--- config.mk ---
export PLATFORM = sky130hd
export DESIGN_NAME = button_report_change_events_flat
export DESIGN_NICKNAME = d
export VERILOG_FILES = /design/src/hdl/brce_pkg.sv /design/src/hdl/brce_if.sv /design/src/hdl/brce_ctrl.sv /design/src/hdl/brce_datapath.sv /design/src/hdl/button_report_change_events.sv /design/src/flat_wrapper.sv
export VERILOG_INCLUDE_DIRS = /design/src /design/src/hdl
export SDC_FILE = /design/constraint.sdc
export NUM_CORES = 1
export LEC_CHECK = 0
export BUFFER_PORTS_ARGS = -buffer_cell sky130_fd_sc_hd__buf_2
export CAP_MARGIN = 25
export CORE_ASPECT_RATIO = 0.5
export CORE_MARGIN = 5
export CORE_UTILIZATION = 45
export DETAILED_ROUTE_END_ITERATION = 10
export GPL_TIMING_DRIVEN = 0
export PLACE_DENSITY = 0.76
export SYNTH_ARGS = -nofsm -noshare
export SYNTH_HDL_FRONTEND = slang
export SYNTH_SLANG_ARGS = --single-unit
--- constraint.sdc ---
create_clock -name clk_i -period 3.7 [get_ports clk_i]
set_clock_uncertainty 0.2 [all_clocks]
set_input_delay 1.11 -clock clk_i [delete_from_list [all_inputs] [get_ports clk_i]]
set_output_delay 1.11 -clock clk_i [all_outputs]
set_load 0.1 [all_outputs]
--- src/hdl/button_report_change_events_defines.svh ---
// Assertion macros shared by the button report change detector.
`ifndef BUTTON_REPORT_CHANGE_EVENTS_DEFINES_SVH
`define BUTTON_REPORT_CHANGE_EVENTS_DEFINES_SVH

// Same-cycle implication, sampled on clk_i and disabled during reset.
`define BRCE_ASSERT_NOW(label, ante, cons) \
  label: assert property (@(posedge clk_i) disable iff (!rst_ni) (ante) |-> (cons)) \
    else $error("brce assertion failed");

// Next-cycle implication, sampled on clk_i and disabled during reset.
`define BRCE_ASSERT_NEXT(label, ante, cons) \
  label: assert property (@(posedge clk_i) disable iff (!rst_ni) (ante) |=> (cons)) \
    else $error("brce assertion failed");

`endif

--- src/hdl/brce_pkg.sv ---
// Shared types and constants of the button report change detector.
package brce_pkg;

  localparam int unsigned BUTTON_BYTES_DEF  = 6;
  localparam int unsigned MAX_BUTTONS       = 48;
  localparam int unsigned MAX_BUTTON_EVENTS = 28;
  localparam int unsigned CNT_W             = 5;
  localparam int unsigned IDX_W             = 6;
  localparam int unsigned APB_AW            = 4;
  localparam int unsigned APB_DW            = 64;

  localparam logic [7:0]             REPORT_ID_BUTTONS = 8'h01;
  localparam logic [7:0]             ENC_TOP           = 8'h0f;
  localparam logic [7:0]             ENC_BOTTOM        = 8'h00;
  localparam logic                   KIND_BUTTON       = 1'b0;
  localparam logic                   KIND_ENCODER      = 1'b1;
  localparam logic                   REG_EVENT_MASK    = 1'b0;
  localparam logic [MAX_BUTTONS-1:0] MASK_RESET        = 48'h0000_FFFF_F8FE;

  // Commands from the controller to the datapath.
  typedef struct packed {
    logic load;
    logic scan;
    logic enc;
    logic flush;
  } cmd_t;

  // Status from the datapath to the controller.
  typedef struct packed {
    logic id_ok;
    logic scan_last;
    logic stall;
    logic pend_valid;
    logic out_free;
  } sts_t;

  typedef struct packed {
    logic             event_kind;
    logic [IDX_W-1:0] button_index;
    logic             pressed_now;
    logic             moved_up;
    logic             shift_held;
    logic             last_event;
  } event_t;

endpackage

--- src/hdl/brce_if.sv ---
// Valid/ready channel interfaces for input reports and output events.
interface brce_report_if;
  logic        valid;
  logic        ready;
  logic [7:0]  report_id;
  logic [47:0] button_bits;
  logic [7:0]  encoder_value;

  modport source (output valid, output report_id, output button_bits,
                  output encoder_value, input ready);
  modport sink (input valid, input report_id, input button_bits,
                input encoder_value, output ready);
endinterface

interface brce_event_if;
  logic       valid;
  logic       ready;
  logic       event_kind;
  logic [5:0] button_index;
  logic       pressed_now;
  logic       moved_up;
  logic       shift_held;
  logic       last_event;

  modport source (output valid, output event_kind, output button_index,
                  output pressed_now, output moved_up, output shift_held,
                  output last_event, input ready);
  modport sink (input valid, input event_kind, input button_index,
                input pressed_now, input moved_up, input shift_held,
                input last_event, output ready);
endinterface

--- src/hdl/brce_ctrl.sv ---
// Controller state machine that sequences the scan of one report.
module brce_ctrl (
  input  logic            clk_i,
  input  logic            rst_ni,
  input  logic            in_valid_i,
  output logic            in_ready_o,
  input  brce_pkg::sts_t  sts_i,
  output brce_pkg::cmd_t  cmd_o
);

  typedef enum logic [3:0] {
    ST_IDLE  = 4'b0001,
    ST_SCAN  = 4'b0010,
    ST_ENC   = 4'b0100,
    ST_FLUSH = 4'b1000
  } state_e;

  state_e state_q, state_d;

  assign in_ready_o = (state_q == ST_IDLE);

  always_comb begin
    cmd_o   = '0;
    state_d = state_q;
    unique case (state_q)
      ST_IDLE: begin
        // Reports with another id are taken and dropped here.
        cmd_o.load = in_valid_i && sts_i.id_ok;
        if (cmd_o.load) begin
          state_d = ST_SCAN;
        end
      end
      ST_SCAN: begin
        cmd_o.scan = 1'b1;
        if (!sts_i.stall && sts_i.scan_last) begin
          state_d = ST_ENC;
        end
      end
      ST_ENC: begin
        cmd_o.enc = 1'b1;
        if (!sts_i.stall) begin
          state_d = ST_FLUSH;
        end
      end
      ST_FLUSH: begin
        cmd_o.flush = 1'b1;
        if (!sts_i.pend_valid || sts_i.out_free) begin
          state_d = ST_IDLE;
        end
      end
      default: begin
        state_d = ST_IDLE;
      end
    endcase
  end

  always_ff @(posedge clk_i or negedge rst_ni) begin
    if (!rst_ni) begin
      state_q <= ST_IDLE;
    end else begin
      state_q <= state_d;
    end
  end

endmodule

--- src/hdl/brce_datapath.sv ---
// Datapath: captured report, stored states, bit scan, pending event and output register.
`include "button_report_change_events_defines.svh"

module brce_datapath #(
  parameter int unsigned BUTTON_BYTES = brce_pkg::BUTTON_BYTES_DEF
) (
  input  logic                             clk_i,
  input  logic                             rst_ni,
  input  brce_pkg::cmd_t                   cmd_i,
  output brce_pkg::sts_t                   sts_o,
  input  logic [7:0]                       report_id_i,
  input  logic [brce_pkg::MAX_BUTTONS-1:0] button_bits_i,
  input  logic [7:0]                       encoder_value_i,
  input  logic [brce_pkg::MAX_BUTTONS-1:0] mask_i,
  input  logic                             out_ready_i,
  output logic                             out_valid_o,
  output brce_pkg::event_t                 out_event_o
);

  localparam int unsigned NBITS = (8 * BUTTON_BYTES > brce_pkg::MAX_BUTTONS) ?
                                  brce_pkg::MAX_BUTTONS : 8 * BUTTON_BYTES;
  localparam logic [brce_pkg::IDX_W-1:0] IDX_LAST = brce_pkg::IDX_W'(NBITS - 1);
  localparam logic [brce_pkg::CNT_W-1:0] CNT_MAX  =
    brce_pkg::CNT_W'(brce_pkg::MAX_BUTTON_EVENTS);

  logic [brce_pkg::MAX_BUTTONS-1:0] bits_q, stored_q, stored_d;
  logic                             shift_q;
  logic [7:0]                       enc_q, stored_enc_q;
  logic [brce_pkg::IDX_W-1:0]       idx_q;
  logic [brce_pkg::CNT_W-1:0]       cnt_q;
  logic                             pend_valid_q;
  brce_pkg::event_t                 pend_q, new_event, move_event;
  logic                             out_valid_q;
  brce_pkg::event_t                 out_q;

  logic now_bit, was_bit, changed, enabled, enc_changed, moved_up;
  logic gen_btn, gen_enc, gen, out_free, stall, move_mid, move_last, move;

  assign now_bit     = bits_q[idx_q];
  assign was_bit     = stored_q[idx_q];
  assign changed     = now_bit != was_bit;
  assign enabled     = mask_i[idx_q] && (cnt_q < CNT_MAX);
  assign enc_changed = enc_q != stored_enc_q;

  // Wrap from 0x0f to 0x00 counts as a step up, the reverse as a step down.
  assign moved_up = ((stored_enc_q < enc_q) ||
                     (stored_enc_q == brce_pkg::ENC_TOP && enc_q == brce_pkg::ENC_BOTTOM)) &&
                    !(stored_enc_q == brce_pkg::ENC_BOTTOM && enc_q == brce_pkg::ENC_TOP);

  assign gen_btn   = cmd_i.scan && changed && enabled;
  assign gen_enc   = cmd_i.enc && enc_changed;
  assign gen       = gen_btn || gen_enc;
  assign out_free  = !out_valid_q || out_ready_i;
  // A new event needs the pending slot, whose item must first move out.
  assign stall     = gen && pend_valid_q && !out_free;
  assign move_mid  = gen && pend_valid_q && out_free;
  assign move_last = cmd_i.flush && pend_valid_q && out_free;
  assign move      = move_mid || move_last;

  always_comb begin
    new_event            = '0;
    new_event.shift_held = shift_q;
    if (cmd_i.enc) begin
      new_event.event_kind = brce_pkg::KIND_ENCODER;
      new_event.moved_up   = moved_up;
    end else begin
      new_event.event_kind   = brce_pkg::KIND_BUTTON;
      new_event.button_index = idx_q;
      new_event.pressed_now  = now_bit;
    end
  end

  // The item leaving the pending slot is the final one of its report on a flush.
  always_comb begin
    move_event            = pend_q;
    move_event.last_event = move_last;
  end

  always_comb begin
    stored_d = stored_q;
    if (cmd_i.scan && !stall && changed) begin
      stored_d[idx_q] = now_bit;
    end
  end

  assign sts_o.id_ok      = (report_id_i == brce_pkg::REPORT_ID_BUTTONS);
  assign sts_o.scan_last  = (idx_q == IDX_LAST);
  assign sts_o.stall      = stall;
  assign sts_o.pend_valid = pend_valid_q;
  assign sts_o.out_free   = out_free;

  // Captured report and event payloads.
  always_ff @(posedge clk_i) begin
    if (cmd_i.load) begin
      bits_q  <= button_bits_i;
      shift_q <= button_bits_i[0];
      enc_q   <= encoder_value_i;
    end
    if (gen && !stall) begin
      pend_q <= new_event;
    end
    if (move) begin
      out_q <= move_event;
    end
  end

  always_ff @(posedge clk_i or negedge rst_ni) begin
    if (!rst_ni) begin
      stored_q     <= '0;
      stored_enc_q <= '0;
      idx_q        <= '0;
      cnt_q        <= '0;
      pend_valid_q <= 1'b0;
      out_valid_q  <= 1'b0;
    end else begin
      stored_q <= stored_d;
      if (cmd_i.load) begin
        idx_q <= brce_pkg::IDX_W'(1);
        cnt_q <= '0;
      end else if (cmd_i.scan && !stall && !sts_o.scan_last) begin
        idx_q <= idx_q + brce_pkg::IDX_W'(1);
      end
      if (gen_btn && !stall) begin
        cnt_q <= cnt_q + brce_pkg::CNT_W'(1);
      end
      if (cmd_i.enc && !stall) begin
        stored_enc_q <= enc_q;
      end
      if (gen && !stall) begin
        pend_valid_q <= 1'b1;
      end else if (move_last) begin
        pend_valid_q <= 1'b0;
      end
      if (move) begin
        out_valid_q <= 1'b1;
      end else if (out_ready_i) begin
        out_valid_q <= 1'b0;
      end
    end
  end

  assign out_valid_o = out_valid_q;
  assign out_event_o = out_q;

  `BRCE_ASSERT_NOW(a_cnt_max, 1'b1, cnt_q <= CNT_MAX)
  `BRCE_ASSERT_NOW(a_shift_unstored, 1'b1, stored_q[0] == 1'b0)
  `BRCE_ASSERT_NOW(a_load_empty, cmd_i.load, !pend_valid_q)
  `BRCE_ASSERT_NEXT(a_flush_marks_last, move_last, out_valid_q && out_q.last_event)

endmodule

--- src/hdl/button_report_change_events.sv ---
// Top level of the button report change detector: channels, mask register, controller, datapath.
//
//   channel    dir  handshake          carries
//   report_i   in   valid/ready        report_id, button_bits, encoder_value
//   event_o    out  valid/ready        event_kind .. last_event
//   APB        in   psel/penable       event_enable_mask at byte address 0
//
// A report with id 1 passes through the accept step, the scan of one button bit a cycle
// when no stall holds it (bit 1 to the top bit), the encoder step and the hand-out of
// the final event. Reports with another id are taken and dropped.
// The scan and the encoder step stall when an event is found while the pending slot is
// full and the output register is full and not being read; the final hand-out waits for
// the output register. Reset clears stored states and sets the mask to its default.
module button_report_change_events #(
  parameter int unsigned BUTTON_BYTES = brce_pkg::BUTTON_BYTES_DEF
) (
  input  logic                         clk_i,
  input  logic                         rst_ni,
  brce_report_if.sink                  report_i,
  brce_event_if.source                 event_o,
  input  logic                         psel,
  input  logic                         penable,
  input  logic                         pwrite,
  input  logic [brce_pkg::APB_AW-1:0]  paddr,
  input  logic [brce_pkg::APB_DW-1:0]  pwdata,
  output logic [brce_pkg::APB_DW-1:0]  prdata,
  output logic                         pready
);

  logic [brce_pkg::MAX_BUTTONS-1:0] mask_q;
  logic                             reg_sel;
  brce_pkg::cmd_t                   cmd;
  brce_pkg::sts_t                   sts;
  brce_pkg::event_t                 ev;
  logic                             in_ready;

  assign reg_sel = (paddr[3] == brce_pkg::REG_EVENT_MASK);
  assign pready  = 1'b1;
  assign prdata  = reg_sel ? brce_pkg::APB_DW'(mask_q) : '0;

  always_ff @(posedge clk_i or negedge rst_ni) begin
    if (!rst_ni) begin
      mask_q <= brce_pkg::MASK_RESET;
    end else if (psel && penable && pwrite && reg_sel) begin
      mask_q <= pwdata[brce_pkg::MAX_BUTTONS-1:0];
    end
  end

  brce_ctrl u_ctrl (
    .clk_i      (clk_i),
    .rst_ni     (rst_ni),
    .in_valid_i (report_i.valid),
    .in_ready_o (in_ready),
    .sts_i      (sts),
    .cmd_o      (cmd)
  );

  brce_datapath #(
    .BUTTON_BYTES (BUTTON_BYTES)
  ) u_datapath (
    .clk_i           (clk_i),
    .rst_ni          (rst_ni),
    .cmd_i           (cmd),
    .sts_o           (sts),
    .report_id_i     (report_i.report_id),
    .button_bits_i   (report_i.button_bits),
    .encoder_value_i (report_i.encoder_value),
    .mask_i          (mask_q),
    .out_ready_i     (event_o.ready),
    .out_valid_o     (event_o.valid),
    .out_event_o     (ev)
  );

  assign report_i.ready       = in_ready;
  assign event_o.event_kind   = ev.event_kind;
  assign event_o.button_index = ev.button_index;
  assign event_o.pressed_now  = ev.pressed_now;
  assign event_o.moved_up     = ev.moved_up;
  assign event_o.shift_held   = ev.shift_held;
  assign event_o.last_event   = ev.last_event;

endmodule
--- src/flat_wrapper.sv ---
// flat-port wrapper written by rule: the top's interface ports become plain ports
module button_report_change_events_flat 
#(
  parameter int unsigned BUTTON_BYTES = brce_pkg::BUTTON_BYTES_DEF
)
  (clk_i, rst_ni, psel, penable, pwrite, paddr, pwdata, prdata, pready, report_i_valid, report_i_report_id, report_i_button_bits, report_i_encoder_value, report_i_ready, event_o_valid, event_o_event_kind, event_o_button_index, event_o_pressed_now, event_o_moved_up, event_o_shift_held, event_o_last_event, event_o_ready);
  brce_report_if report_i_i ();
  brce_event_if event_o_i ();
  input  logic clk_i;
  input  logic rst_ni;
  input  logic psel;
  input  logic penable;
  input  logic pwrite;
  input  logic [brce_pkg::APB_AW-1:0] paddr;
  input  logic [brce_pkg::APB_DW-1:0] pwdata;
  output logic [brce_pkg::APB_DW-1:0] prdata;
  output logic pready;
  input wire logic [$bits(report_i_i.valid)-1:0] report_i_valid;
  input wire logic [$bits(report_i_i.report_id)-1:0] report_i_report_id;
  input wire logic [$bits(report_i_i.button_bits)-1:0] report_i_button_bits;
  input wire logic [$bits(report_i_i.encoder_value)-1:0] report_i_encoder_value;
  output wire logic [$bits(report_i_i.ready)-1:0] report_i_ready;
  output wire logic [$bits(event_o_i.valid)-1:0] event_o_valid;
  output wire logic [$bits(event_o_i.event_kind)-1:0] event_o_event_kind;
  output wire logic [$bits(event_o_i.button_index)-1:0] event_o_button_index;
  output wire logic [$bits(event_o_i.pressed_now)-1:0] event_o_pressed_now;
  output wire logic [$bits(event_o_i.moved_up)-1:0] event_o_moved_up;
  output wire logic [$bits(event_o_i.shift_held)-1:0] event_o_shift_held;
  output wire logic [$bits(event_o_i.last_event)-1:0] event_o_last_event;
  input wire logic [$bits(event_o_i.ready)-1:0] event_o_ready;
  assign report_i_i.valid = report_i_valid;
  assign report_i_i.report_id = report_i_report_id;
  assign report_i_i.button_bits = report_i_button_bits;
  assign report_i_i.encoder_value = report_i_encoder_value;
  assign report_i_ready = report_i_i.ready;
  assign event_o_valid = event_o_i.valid;
  assign event_o_event_kind = event_o_i.event_kind;
  assign event_o_button_index = event_o_i.button_index;
  assign event_o_pressed_now = event_o_i.pressed_now;
  assign event_o_moved_up = event_o_i.moved_up;
  assign event_o_shift_held = event_o_i.shift_held;
  assign event_o_last_event = event_o_i.last_event;
  assign event_o_i.ready = event_o_ready;
  button_report_change_events #(.BUTTON_BYTES(BUTTON_BYTES)) u_core (.clk_i(clk_i), .rst_ni(rst_ni), .report_i(report_i_i), .event_o(event_o_i), .psel(psel), .penable(penable), .pwrite(pwrite), .paddr(paddr), .pwdata(pwdata), .prdata(prdata), .pready(pready));
endmodule
# Word level (Yosys, flattened, before mapping)
# Index checks and enable logic that the tools add are counted.
[totals] word_cells=113 out_inout_bits=78 ff_bits=199 input_bits=139
[op_classes] n_mux=28 n_bitwise=1 n_eq_ne=14 n_addsub=2 order_cmp=4 reduce_logical=42
[ops] op="48-bit bitwise mux" count=1
[ops] op="48-bit 2-to-1 mux" count=1
[ops] op="1-bit logical AND" count=24
[ops] op="1-bit binary-select mux with 6-bit select" count=3
[ops] op="8-bit by 4-bit equality test with 1-bit output, second input constant" count=2
[ops] op="8-bit zero test" count=2
[ops] op="4-bit 2-to-1 mux" count=4
[ops] op="4-bit case mux with 4 select lines" count=1
[ops] op="1-bit 2-to-1 mux" count=13
[ops] op="6-bit 2-to-1 mux" count=2
[ops] op="5-bit 2-to-1 mux" count=2
[ops] op="8-bit by 1-bit equality test with 1-bit output, second input constant" count=1
[ops] op="8-bit less-than comparator" count=1
[ops] op="8-bit inequality test" count=1
[ops] op="2-bit nonzero test" count=4
[ops] op="6-bit by 7-bit less-than comparator with 1-bit output, second input constant" count=1
[ops] op="6-bit by 1-bit adder with 6-bit output, second input constant" count=1
[ops] op="1-bit demux with 6-bit select" count=1
[ops] op="6-bit equality test, second input constant" count=1
[ops] op="6-bit by 1-bit >= comparator with 1-bit output, second input constant" count=1
[ops] op="1-bit zero test" count=6
[ops] op="2-bit inequality test, second input constant" count=3
[ops] op="5-bit by 1-bit adder with 5-bit output, second input constant" count=1
[ops] op="1-bit logical OR" count=5
[ops] op="9 further kinds" count=9

# Logic depth before layout (Yosys ltp)
[logic_depth] ltp_word=13 depth_mapped=12

# By module
# From an unflattened synthesis, not the netlist that was laid out.
[hier_totals] cells_unflattened=773 area_unflattened_um2=9806.9
[modules_own_cells] module="brce_datapath" instances=1 cells_per_inst=571 area_per_inst_um2=7136.8
[modules_own_cells] module="button_report_change_events" instances=1 cells_per_inst=174 area_per_inst_um2=2374.8
[modules_own_cells] module="brce_ctrl" instances=1 cells_per_inst=28 area_per_inst_um2=295.3

# Worst setup path after synthesis
# No wires, ideal clock.
[synth_timing] path_type="reg-to-reg" startpoint="reg u_core.u_ctrl.state_q[0]" endpoint="reg u_core.u_datapath.bits_q[0] in the netlist's numbering, enable pin" stages_incl_launch_ff=4 t_arrival_ns=5.567 t_required_ns=3.089 period_less_slack_ns=6.178 slack_ns=-2.478 path_buffers=0 cell_sequence="dfstp_2 nor4b_1 nand2_1 inv_1"
[synth_rtl] element="start, declared" line="brce_ctrl.sv:18" rtl="state_e state_q, state_d;"
[synth_rtl] element="start signal, assigned" line="brce_ctrl.sv:61" rtl="state_q <= state_d;"
[synth_rtl] element="end signal, assigned" line="brce_datapath.sv:95" rtl="bits_q <= button_bits_i;"
[synth_rtl] element="end, declared" line="brce_datapath.sv:26" rtl="logic [brce_pkg::MAX_BUTTONS-1:0] bits_q, stored_q, stored_d;"

# Worst setup path after layout
[layout_timing] startpoint="reg u_core.u_datapath.idx_q[0] in the netlist's numbering" endpoint="reg u_core.u_datapath.stored_q[45] in the netlist's numbering"
[layout_between] elab_chain_cells=11 word_cells_on_any_way=22 cone_classes="2 x order compare; 1 x eq/ne; 9 x mux; 10 x reduce/logical"
[layout_lines] element="start, declared" line="brce_datapath.sv:29" rtl="logic [brce_pkg::IDX_W-1:0] idx_q;"
[layout_lines] element="start signal, assigned" line="brce_datapath.sv:118" rtl="idx_q <= brce_pkg::IDX_W'(1);"
[layout_lines] element="start signal, assigned" line="brce_datapath.sv:121" rtl="idx_q <= idx_q + brce_pkg::IDX_W'(1);"
[layout_lines] element="1-bit binary-select mux with 6-bit select (on tied branches)" line="brce_datapath.sv:39, brce_datapath.sv:40"
[layout_lines] element="1-bit 2-to-1 mux (on tied branches)" line="brce_datapath.sv:39, brce_datapath.sv:40"
[layout_lines] element="1-bit inequality test" line="brce_datapath.sv:41" rtl="assign changed = now_bit != was_bit;"
[layout_lines] element="1-bit logical AND (2 in a row)" line="brce_datapath.sv:50" rtl="assign gen_btn = cmd_i.scan && changed && enabled;"
[layout_lines] element="1-bit logical OR" line="brce_datapath.sv:52" rtl="assign gen = gen_btn || gen_enc;"
[layout_lines] element="1-bit logical AND (2 in a row)" line="brce_datapath.sv:55" rtl="assign stall = gen && pend_valid_q && !out_free;"
[layout_lines] element="1-bit zero test"
[layout_lines] element="1-bit logical AND (2 in a row)" line="brce_datapath.sv:81" rtl="if (cmd_i.scan && !stall && changed) begin"
[layout_lines] element="end signal, assigned" line="brce_datapath.sv:116" rtl="stored_q <= stored_d;"
[layout_lines] element="end, declared" line="brce_datapath.sv:26"
# Parallel ways exist; a longest one is shown, timed or not. The select of a mux whose other input is x is not followed.
# A chain may end at the register's enable or synchronous reset.

==> results.sh <==
export IMPL_rsz0062_at_grt="no"
export IMPL_crit_path_max_fanout=10
export IMPL_cts_root_buf="clkbuf_16"
export IMPL_drive_above_1_share_pct=43.2
export IMPL_numPortBuffers=180
export IMPL_synthTopCellsByCount="mux2_2 (94), dfrtp_1 (92), nand2_1 (88)"
export IMPL_syn_to_final_growth_pct=21.3
export IMPL_coreArea_um2=21800
export IMPL_ys_seq_area_share_pct=53.6
export IMPL_cpLargestDelayFamily="compound AO/OA/AOI/OAI gates"
export IMPL_yosysMostFrequentCell="mux2_2"
export IMPL_rrSetupSlack_ns=0.09
export IMPL_synth_edff_count=77
export IMPL_peakVddDrop_mv=0.369
export IMPL_min_period_ns=3.61
export IMPL_r2r_start="u_core.u_datapath.idx_q[0]"
export IMPL_first_pass_iters=9
export IMPL_p_leak_uw=0.00515
export IMPL_required_ns=3.83
export IMPL_cp_arrival_ns=3.74
export IMPL_die_area_um2=25600
export IMPL_wirelength_um=27700
export IMPL_wire_per_inst_um=20.3
export IMPL_ant_nets=0
export IMPL_synth_area_leader_cell="edfxtp_1"
export IMPL_ctsHoldBuffers=0
export IMPL_r2r_end="u_core.u_datapath.stored_q[45]"
export IMPL_synth_avg_cell_area_um2=12.0
export IMPL_yosysTopAreaCellShare_pct=23.0
export IMPL_synthArstFlopShare_pct=61.1
export IMPL_slowest_stage="dfrtp_1"
export IMPL_clkSlewWorstSetupHoldPaths_ns=0.07
export IMPL_worstSetupStartpointType="register"
export IMPL_synth_area_leaders="edfxtp_1 (23%), dfrtp_1 (23%), mux2_2 (11%), dfstp_2 (7.6%), nor2b_1 (3.6%)"
export IMPL_power_density_nw_per_um2=469
export IMPL_tns_ns=0
export IMPL_n_antenna_cell=0
export IMPL_antenna_found_initial=0
export IMPL_fmax_mhz=277
export IMPL_hp_class="register to register"
export IMPL_gp_congestion=0.939
export IMPL_nNetsFinal=1199
export IMPL_rows=38
export IMPL_crit_type="register to register"
export IMPL_num_vias=7470
export IMPL_ys_warn_count=0
export IMPL_cts_buffer_depth=2
export IMPL_r2r_cells=11
export IMPL_post_route_util_pct=55.9
export IMPL_finalSetupViolCount=0
export IMPL_ys_seq_elements=198
export IMPL_path_buf_inv=3
export IMPL_hold_viol=0
export IMPL_die_h_um=116
export IMPL_cts_tree="built"
export IMPL_synth_cells=833
export IMPL_crit_cells=11
export IMPL_grt_start_max_net_pins=64
export IMPL_grt_total_usage_pct=21.8
export IMPL_period_share_pct=97.5
export IMPL_hpwl_um=20400
export IMPL_maxCapViolCount=0
export IMPL_drv_slew=0
export IMPL_dr_first_iter_drc_count=646
export IMPL_power_uw=5710
export IMPL_cpPeakStageDelay_ns=0.44
export IMPL_htree_levels=4
export IMPL_synth_cell_types=62
export IMPL_grt_pass1_vias=7818
export IMPL_tightest_slew_ns=0.837
export IMPL_ioPinCount=217
export IMPL_cts_sinks=198
export IMPL_synthesis_area_um2=10000
export IMPL_grt_overflow=0
export IMPL_critPathCaptureType="register"
export IMPL_worstPathCellList="buf_4 > mux2_2 > a22oi_1 > o221ai_1 > a211o_1 > o21a_1 > o21a_1 > buf_6 > buf_6 > nor3_2 > mux2_1"
export IMPL_grt_pass1_wl_um=43400
export IMPL_cts_made_buffers=17
export IMPL_status="completed"
export IMPL_setup_worst_path_end="u_core.u_datapath.stored_q[45]"
export IMPL_drc=0
export IMPL_slew_headroom_pct=44.0
export IMPL_insertion_delay_ns=0.46
export IMPL_initial_core_util_pct=46.1
export IMPL_viasPerCell=5.48
export IMPL_fp_dieW_um=221
export IMPL_synth_main_ff_cell="dfrtp_1"
export IMPL_cp_startpoint="u_core.u_datapath.idx_q[0]"
cells by family (layout without fill, tap and decap cells):
logic type	after synthesis	in the layout	synth area share (%)
buffers and inverters	90	305	4.99
AO/OA/AOI/OAI	110	110	7.82
flip-flops	198	198	53.6
AND/OR/NAND/NOR	272	272	15.3
adder cells (fa/ha/maj)	10	10	1.25
other	2	17	0.0748
multiplexers	151	151	17.0
cell usage in the layout (no fill, tap or decap), drive strengths merged, types with 4 or more instances in the layout:
cell type,n
clkbuf,45
a221oi,20
conb,17
nand2,88
nor3,53
inv,24
a22oi,7
and2,5
a31oi,7
nor2,23
nand4,4
a21oi,11
nand3,9
o21a,4
dfstp,29
buf,230
nor2b,58
clkinv,4
mux2,116
dfrtp,92
and4,4
ha,10
nor3b,5
o21ai,24
o22a,5
o22ai,7
edfxtp,77
mux2i,32
nand2b,7
repair_timing:
item | CTS | global route
endpoints found under the setup margin | 60 | 91
pin swaps | 0 | 0
buffers inserted | 1 | 0
resized for setup | 14 | 21
worst register-to-register path: cells and delay by family, from the launching register on:
family / cells / cell delay (ns)
buffers and inverters: 3 / 0.59
AND/OR/NAND/NOR: 1 / 0.18
multiplexers: 2 / 0.72
flip-flops: 1 / 0.44
AO/OA/AOI/OAI: 5 / 1.36
stage by stage:
step	cells	hold slack (ns)	instance area (µm²)	setup WS (ns)
global placement	1328	0.204	11400	-0.522
detailed placement	1331	0.205	11500	-0.576
CTS	1363	0.222	12100	0.00553
global route	1363	0.226	12200	0.00323
floorplan	848	0.200	10200	-0.463
finish	1363	0.219	12200	0.0907
layout make-up:
cell class                      count  area (µm²)
Fill cell                        1825        9600
Sequential cell                   198        5380
Multi-Input combinational cell    560        4340
Timing Repair Buffer              184         967
Buffer                             73         464
Clock buffer                       18         429
Tap cell                          300         375
Clock inverter                     14         163
Inverter                           16        60.1
power breakdown:
group	switching [µW]	internal, µW	total [µW]	leakage [µW]
registers	94.0	2450	2540	0.00223
clock network	896	1020	1910	0.000294
logic	909	343	1250	0.00262
total	1900	3810	5710	0.00515
flip-flops by register name, summed over array words and instances (netlist names):
name                            flops
u_core.u_datapath.idx_q             6
u_core.u_datapath.cnt_q             5
u_core.u_datapath.move_event       10
u_core.mask_q                      48
u_core.u_datapath.bits_q           48
u_core.u_datapath.enc_q             8
u_core.u_datapath.stored_enc_q      8
u_core.u_datapath.stored_q         48
u_core.u_ctrl.state_q               4
u_core.u_datapath.out_valid_o       1
u_core.u_datapath.out_event_o      11
u_core.u_datapath.pend_valid_q      1
layer usage:
metal / track usage, % / share of wire, % / up-vias
met3: 5.21 / 7.7 / 58
met4: 7.14 / 2.1 / 0
li1: - / - / 3429
met5: 0 / 0 / -
met2: 34.5 / 46 / 303
met1: 30.0 / 44 / 3680
worst min-delay path by stage:
stage,start,endpoint,slack (ns),cells after the start
2_1_floorplan,u_core.u_datapath.move_event[10],u_core.u_datapath.out_event_o[10],0.20,0
3_3_place_gp,u_core.u_datapath.move_event[1],u_core.u_datapath.out_event_o[1],0.20,0
3_5_place_dp,u_core.u_datapath.move_event[10],u_core.u_datapath.out_event_o[10],0.20,0
4_1_cts,u_core.u_datapath.move_event[10],u_core.u_datapath.out_event_o[10],0.22,0
5_1_grt,u_core.u_datapath.move_event[10],u_core.u_datapath.out_event_o[10],0.23,0
6_report,u_core.u_datapath.move_event[9],u_core.u_datapath.out_event_o[9],0.22,0
Note: power is estimated with default switching activity, not from simulation.
